==> config.mk <==
export PLATFORM = sky130hd
export DESIGN_NAME = fdm_pre
export DESIGN_NICKNAME = d
export VERILOG_FILES = /design/src/rtl/core/fdm_pkg.sv /design/src/rtl/core/fdm_pre.sv
export SDC_FILE = /design/constraint.sdc
export NUM_CORES = 1
export LEC_CHECK = 0
export ABC_AREA = 0
export BUFFER_PORTS_ARGS = -buffer_cell sky130_fd_sc_hd__clkbuf_2
export CAP_MARGIN = 20
export CORE_MARGIN = 2
export CORE_UTILIZATION = 26
export DETAILED_ROUTE_END_ITERATION = 6
export GPL_TIMING_DRIVEN = 0
export SYNTH_ARGS = -nofsm -noshare
export SYNTH_HDL_FRONTEND = slang
export SYNTH_SLANG_ARGS = --single-unit
==> constraint.sdc <==
create_clock -name clk -period 2.3 [get_ports clk]
set_input_delay 0.345 -clock clk [delete_from_list [all_inputs] [get_ports clk]]
set_output_delay 0.345 -clock clk [all_outputs]
set_load 0.03 [all_outputs]
==> src/rtl/core/fdm_pkg.sv <==
// Shared types and constants for the floored divide/modulo pipeline.
package fdm_pkg;

    localparam int FDM_W     = 64;
    localparam int FDM_HW    = 32;
    localparam int FDM_STEPS = FDM_W;

    localparam logic REQ_QUOT = 1'b0;
    localparam logic REQ_MOD  = 1'b1;

    typedef struct packed {
        logic             valid;
        logic [FDM_W-1:0] rem;
        logic [FDM_W-1:0] nq;
        logic [FDM_W-1:0] ay;
        logic             nx;
        logic             ny;
        logic             want_mod;
        logic             wide;
        logic             zero;
    } fdm_stage_t;

    typedef struct packed {
        logic             valid;
        logic [FDM_W-1:0] q;
        logic [FDM_W-1:0] r;
        logic [FDM_W-1:0] d;
        logic             nz;
        logic             nx;
        logic             ny;
        logic             want_mod;
        logic             wide;
        logic             zero;
    } fdm_fix_t;

endpackage

==> src/rtl/core/fdm_pre.sv <==
// Input stage: width select, sign extraction, magnitudes, zero divisor detect.
module fdm_pre (
    input  logic                            clk,
    input  logic                            rst_n,
    input  logic                            en,
    input  logic                            in_valid,
    input  logic                            req_type,
    input  logic                            long_op,
    input  logic [fdm_pkg::FDM_W-1:0]       dividend,
    input  logic [fdm_pkg::FDM_W-1:0]       divisor,
    output fdm_pkg::fdm_stage_t             stage_out
);
    import fdm_pkg::*;

    logic [FDM_W-1:0] x;
    logic [FDM_W-1:0] y;
    fdm_stage_t       stage_reg;
    fdm_stage_t       stage_next;

    always_comb
    begin
        if (long_op)
        begin
            x = dividend;
            y = divisor;
        end
        else
        begin
            x = {{(FDM_W-FDM_HW){dividend[FDM_HW-1]}}, dividend[FDM_HW-1:0]};
            y = {{(FDM_W-FDM_HW){divisor[FDM_HW-1]}}, divisor[FDM_HW-1:0]};
        end
        stage_next.valid    = in_valid;
        stage_next.rem      = '0;
        stage_next.nx       = x[FDM_W-1];
        stage_next.ny       = y[FDM_W-1];
        stage_next.nq       = x[FDM_W-1] ? (FDM_W'(0) - x) : x;
        stage_next.ay       = y[FDM_W-1] ? (FDM_W'(0) - y) : y;
        stage_next.want_mod = (req_type == REQ_MOD);
        stage_next.wide     = long_op;
        stage_next.zero     = (y == '0);
    end

    always_ff @(posedge clk or negedge rst_n)
    begin
        if (!rst_n)
        begin
            stage_reg <= '0;
        end
        else if (en)
        begin
            stage_reg <= stage_next;
        end
    end

    assign stage_out = stage_reg;

endmodule

==> impl_metrics.sql <==
INSERT INTO impl_metrics (metric_group, metric, value, unit) VALUES
('detailed_routing', 'drt-total-wl', '51800', 'um'),
('logic_synthesis', 'postSynthAreaPerCell', '8.15', 'um2'),
('logic_synthesis', 'synth_sequential_area_ratio', '0.334', ''),
('detailed_routing', 'dr_total_vias', '11900', ''),
('critical_path', 'worstPathRequired', '2.68', 'ns'),
('power_and_ir_drop', 'cell_internal_pwr', '5.14', 'mW'),
('logic_synthesis', 'post_synth_inst_count', '1231', ''),
('sta', 'final_period_minus_worst_setup_slack', '2.30', 'ns'),
('placement', 'dp_worst_setup_slack', '-1.84', 'ns'),
('sta', 'setup_viol', '0', ''),
('cells_and_area', 'final_layout_size_suffix_gt1_frac', '0.318', ''),
('logic_synthesis', 'synth_enable_flop_cells', '0', ''),
('logic_synthesis', 'synth_seq_cells', '134', ''),
('sta', 'whs', '0.132', 'ns'),
('die', 'core.rowCount', '71', ''),
('detailed_routing', 'detail_route.drc_violations', '0', ''),
('logic_synthesis', 'async_reset_ff_frac', '1.00', ''),
('die', 'design.die.area', '0.0402', 'mm2'),
('critical_path', 'cpMostUsedCell', 'sky130_fd_sc_hd__or4_4', ''),
('clock_network', 'cts-root-to-sink-buffers', '2', ''),
('power_and_ir_drop', 'power.share.clock', '0.329', ''),
('clock_network', 'cts_htree_levels', '4', ''),
('grt', 'global_route_total_overflow', '0', ''),
('critical_path', 'setup.worst_path.start', 'dividend[26]', ''),
('clock_network', 'ctsRootBufferMaster', 'sky130_fd_sc_hd__clkbuf_16', ''),
('power_and_ir_drop', 'finalPower', '8.66', 'mW'),
('sta', 'rsz0062_at_grt', 'true', ''),
('logic_synthesis', 'cell_area_synth', '0.0100', 'mm2'),
('logic_synthesis', 'netlist-cell-type-count', '71', ''),
('detailed_routing', 'firstDrtPassIters', '6', ''),
('die', 'ioPinCount', '332', ''),
('sta', 'final_min_period_over_clock_period', '0.999', ''),
('sta', 'worst_slack', '0.00170', 'ns'),
('placement', 'dpl.hpwl', '39400', 'um'),
('die', 'fp.dieW', '200', 'um'),
('power_and_ir_drop', 'power_density', '644', 'mW/mm2'),
('critical_path', 'critical_path.reg2reg.startpoint', 'stage_out[65]$_DFFE_PN0P_', ''),
('clock_network', 'clock_sink_count', '134', ''),
('clock_network', 'worst_skew_pair.late_latency', '0.44', 'ns'),
('worst_hold_path', 'hp-class', 'in -> reg', ''),
('die', 'core_area', '0.0378', 'mm2'),
('placement', 'port_buffers', '265', ''),
('placement', 'finalWeightedCongestion', '0.958', ''),
('critical_path', 'cp.buffers_inverters', '1', ''),
('grt', 'grt_antenna_before_repair', '0', ''),
('outcome', 'result_of_the_run', 'finished clean', ''),
('grt', 'wire_length_of_the_first_global_routing_pass', '76000', 'um'),
('critical_path', 'critical_path_arrival', '2.68', 'ns'),
('clock_network', 'cts_tree', 'done', ''),
('run', 'count_of_maximum_capacitance_violations', '0', ''),
('power_and_ir_drop', 'seq_power_share', '0.333', ''),
('logic_synthesis', 'synth-warning-count', '0', ''),
('power_and_ir_drop', 'ir_worst_vdd', '0.000574', 'V'),
('cells_and_area', 'final_instance_area', '0.0134', 'mm2'),
('sta', 'max_freq', '435', 'MHz'),
('critical_path', 'cp_cell_sequence', 'clkbuf_2, or4_4, or4_4, or4_4, or4b_1, nand3_1', ''),
('logic_synthesis', 'synth-main-ff-cell', 'sky130_fd_sc_hd__dfrtp_1', ''),
('grt', 'grt_max_degree', '73', ''),
('clock_network', 'worst_setup_hold_path_clk_slew', '0.07', 'ns'),
('die', 'floorplan.initialDensity', '0.265', ''),
('sta', 'timing_max_transition_violations_final', '0', ''),
('detailed_routing', 'drt_iter0_drc', '1437', ''),
('die', 'die_height', '200', 'um'),
('critical_path', 'cp_max_fo', '5', ''),
('worst_hold_path', 'worstHoldStart', 'in_valid', ''),
('detailed_routing', 'routed_via_density', '5.62', ''),
('cells_and_area', 'nets', '1728', ''),
('placement', 'postPlaceCellArea', '0.0123', 'mm2'),
('critical_path', 'path_delay_family', 'simple AND/OR/NAND/NOR gates', ''),
('detailed_routing', 'post_drt_wl_per_cell', '24.4', 'um'),
('power_and_ir_drop', 'power.combinational.fraction', '0.338', '');
timing repair:
| action | in CTS | in global routing |
|---|---|---|
| pin swaps | 7 | 4 |
| hold buffers | 1 | 0 |
| hold endpoints to repair | 62 | 0 |
| gates resized for setup | 85 | 60 |
| endpoints found under the setup margin | 133 | 83 |
| setup buffers | 8 | 5 |
metal layers:
metal / GRT usage / wire length [um] / vias up
li1: - / - / 5275
met1: 0.345 / 22600 / 5865
met2: 0.386 / 23100 / 654
met3: 0.0579 / 4610 / 100
met4: 0.0894 / 1480 / 0
met5: 0 / 0 / -
power by group through the flow:
stage	Combinational, mW	Sequential [mW]	Clock (mW)
after floorplan	1.12	3.50	0
after global placement	2.82	2.92	0
after detailed placement	2.83	2.92	0
after CTS	2.88	2.88	2.92
after global routing	3.11	2.92	3.00
final	2.93	2.88	2.85
synthesized netlist by cell type (8+ instances only):
cell	number	area share
sky130_fd_sc_hd__nand2_1	60	0.022
sky130_fd_sc_hd__inv_1	22	0.0082
sky130_fd_sc_hd__xor2_1	37	0.032
sky130_fd_sc_hd__and3_1	10	0.0062
sky130_fd_sc_hd__o21ai_0	40	0.020
sky130_fd_sc_hd__o41ai_1	13	0.011
sky130_fd_sc_hd__nand3_1	54	0.027
sky130_fd_sc_hd__o2111ai_1	9	0.0079
sky130_fd_sc_hd__or2_2	10	0.0062
sky130_fd_sc_hd__nor4_1	37	0.023
sky130_fd_sc_hd__o211ai_1	11	0.0082
sky130_fd_sc_hd__buf_4	64	0.048
sky130_fd_sc_hd__dfrtp_1	134	0.33
sky130_fd_sc_hd__a21o_1	8	0.0060
sky130_fd_sc_hd__nor2_1	116	0.043
sky130_fd_sc_hd__nand2b_1	11	0.0069
sky130_fd_sc_hd__a31oi_1	20	0.012
sky130_fd_sc_hd__o311ai_0	8	0.0070
sky130_fd_sc_hd__xnor2_1	33	0.029
sky130_fd_sc_hd__mux2_2	11	0.012
sky130_fd_sc_hd__nand4_1	29	0.018
sky130_fd_sc_hd__mux2i_1	10	0.010
sky130_fd_sc_hd__o31ai_1	32	0.024
sky130_fd_sc_hd__nor3_1	46	0.023
sky130_fd_sc_hd__or4_1	23	0.017
sky130_fd_sc_hd__nor4b_1	8	0.0070
sky130_fd_sc_hd__clkbuf_1	78	0.029
sky130_fd_sc_hd__or3_1	19	0.012
sky130_fd_sc_hd__a21oi_1	142	0.071
sky130_fd_sc_hd__nor2b_1	14	0.0087
layout by cell type, fill, tap and decap left out, drive strengths merged, types with 20 or more instances in the layout:
master / instances
a21oi: 142
a31oi: 20
buf: 95
clkbuf: 351
conb: 64
dfrtp: 134
inv: 25
nand2: 60
nand3: 54
nand4: 29
nor2: 116
nor3: 46
nor4: 40
o21ai: 40
o31ai: 32
or4: 25
xnor2: 33
xor2: 37
cell families after synthesis:
group	share of synthesized area
AO/OA/AOI/OAI	0.233
XOR/XNOR	0.0611
adder cells (fa/ha/maj)	0.00249
buffers and inverters	0.0886
flip-flops	0.334
multiplexers	0.0223
other	0.000374
AND/OR/NAND/NOR	0.258
area by class of cell:
| class | count | area, um2 |
|---|---|---|
| fill | 4077 | 24400 |
| multi-input combinational | 988 | 6400 |
| sequential | 134 | 3350 |
| timing repair buffer | 282 | 1480 |
| buffer | 147 | 898 |
| tap | 511 | 639 |
| clock buffer | 18 | 429 |
| clock inverter | 14 | 150 |
| inverter | 22 | 82.6 |
| antenna | 2 | 5.00 |
final timing paths:
kind / to / cells past startpoint
worst max-delay path: stage_out[127]$_DFFE_PN0P_ / 6
worst min-delay path: stage_out[197]$_DFFE_PN0P_ / 2
worst max register to register: stage_out[65]$_DFFE_PN0P_ / 3
worst min register to register: stage_out[132]$_DFFE_PN0P_ / 1
max in group asynchronous: stage_out[76]$_DFFE_PN0P_ / 3
min in group asynchronous: stage_out[197]$_DFFE_PN0P_ / 2
metrics by stage:
step,util,instances
floorplan,-,1294
global placement,0.324,2070
detailed placement,0.325,2073
CTS,0.349,2113
global route,0.355,2116
finish,0.355,2118
No activity file was read; power rests on OpenSTA's default activity.
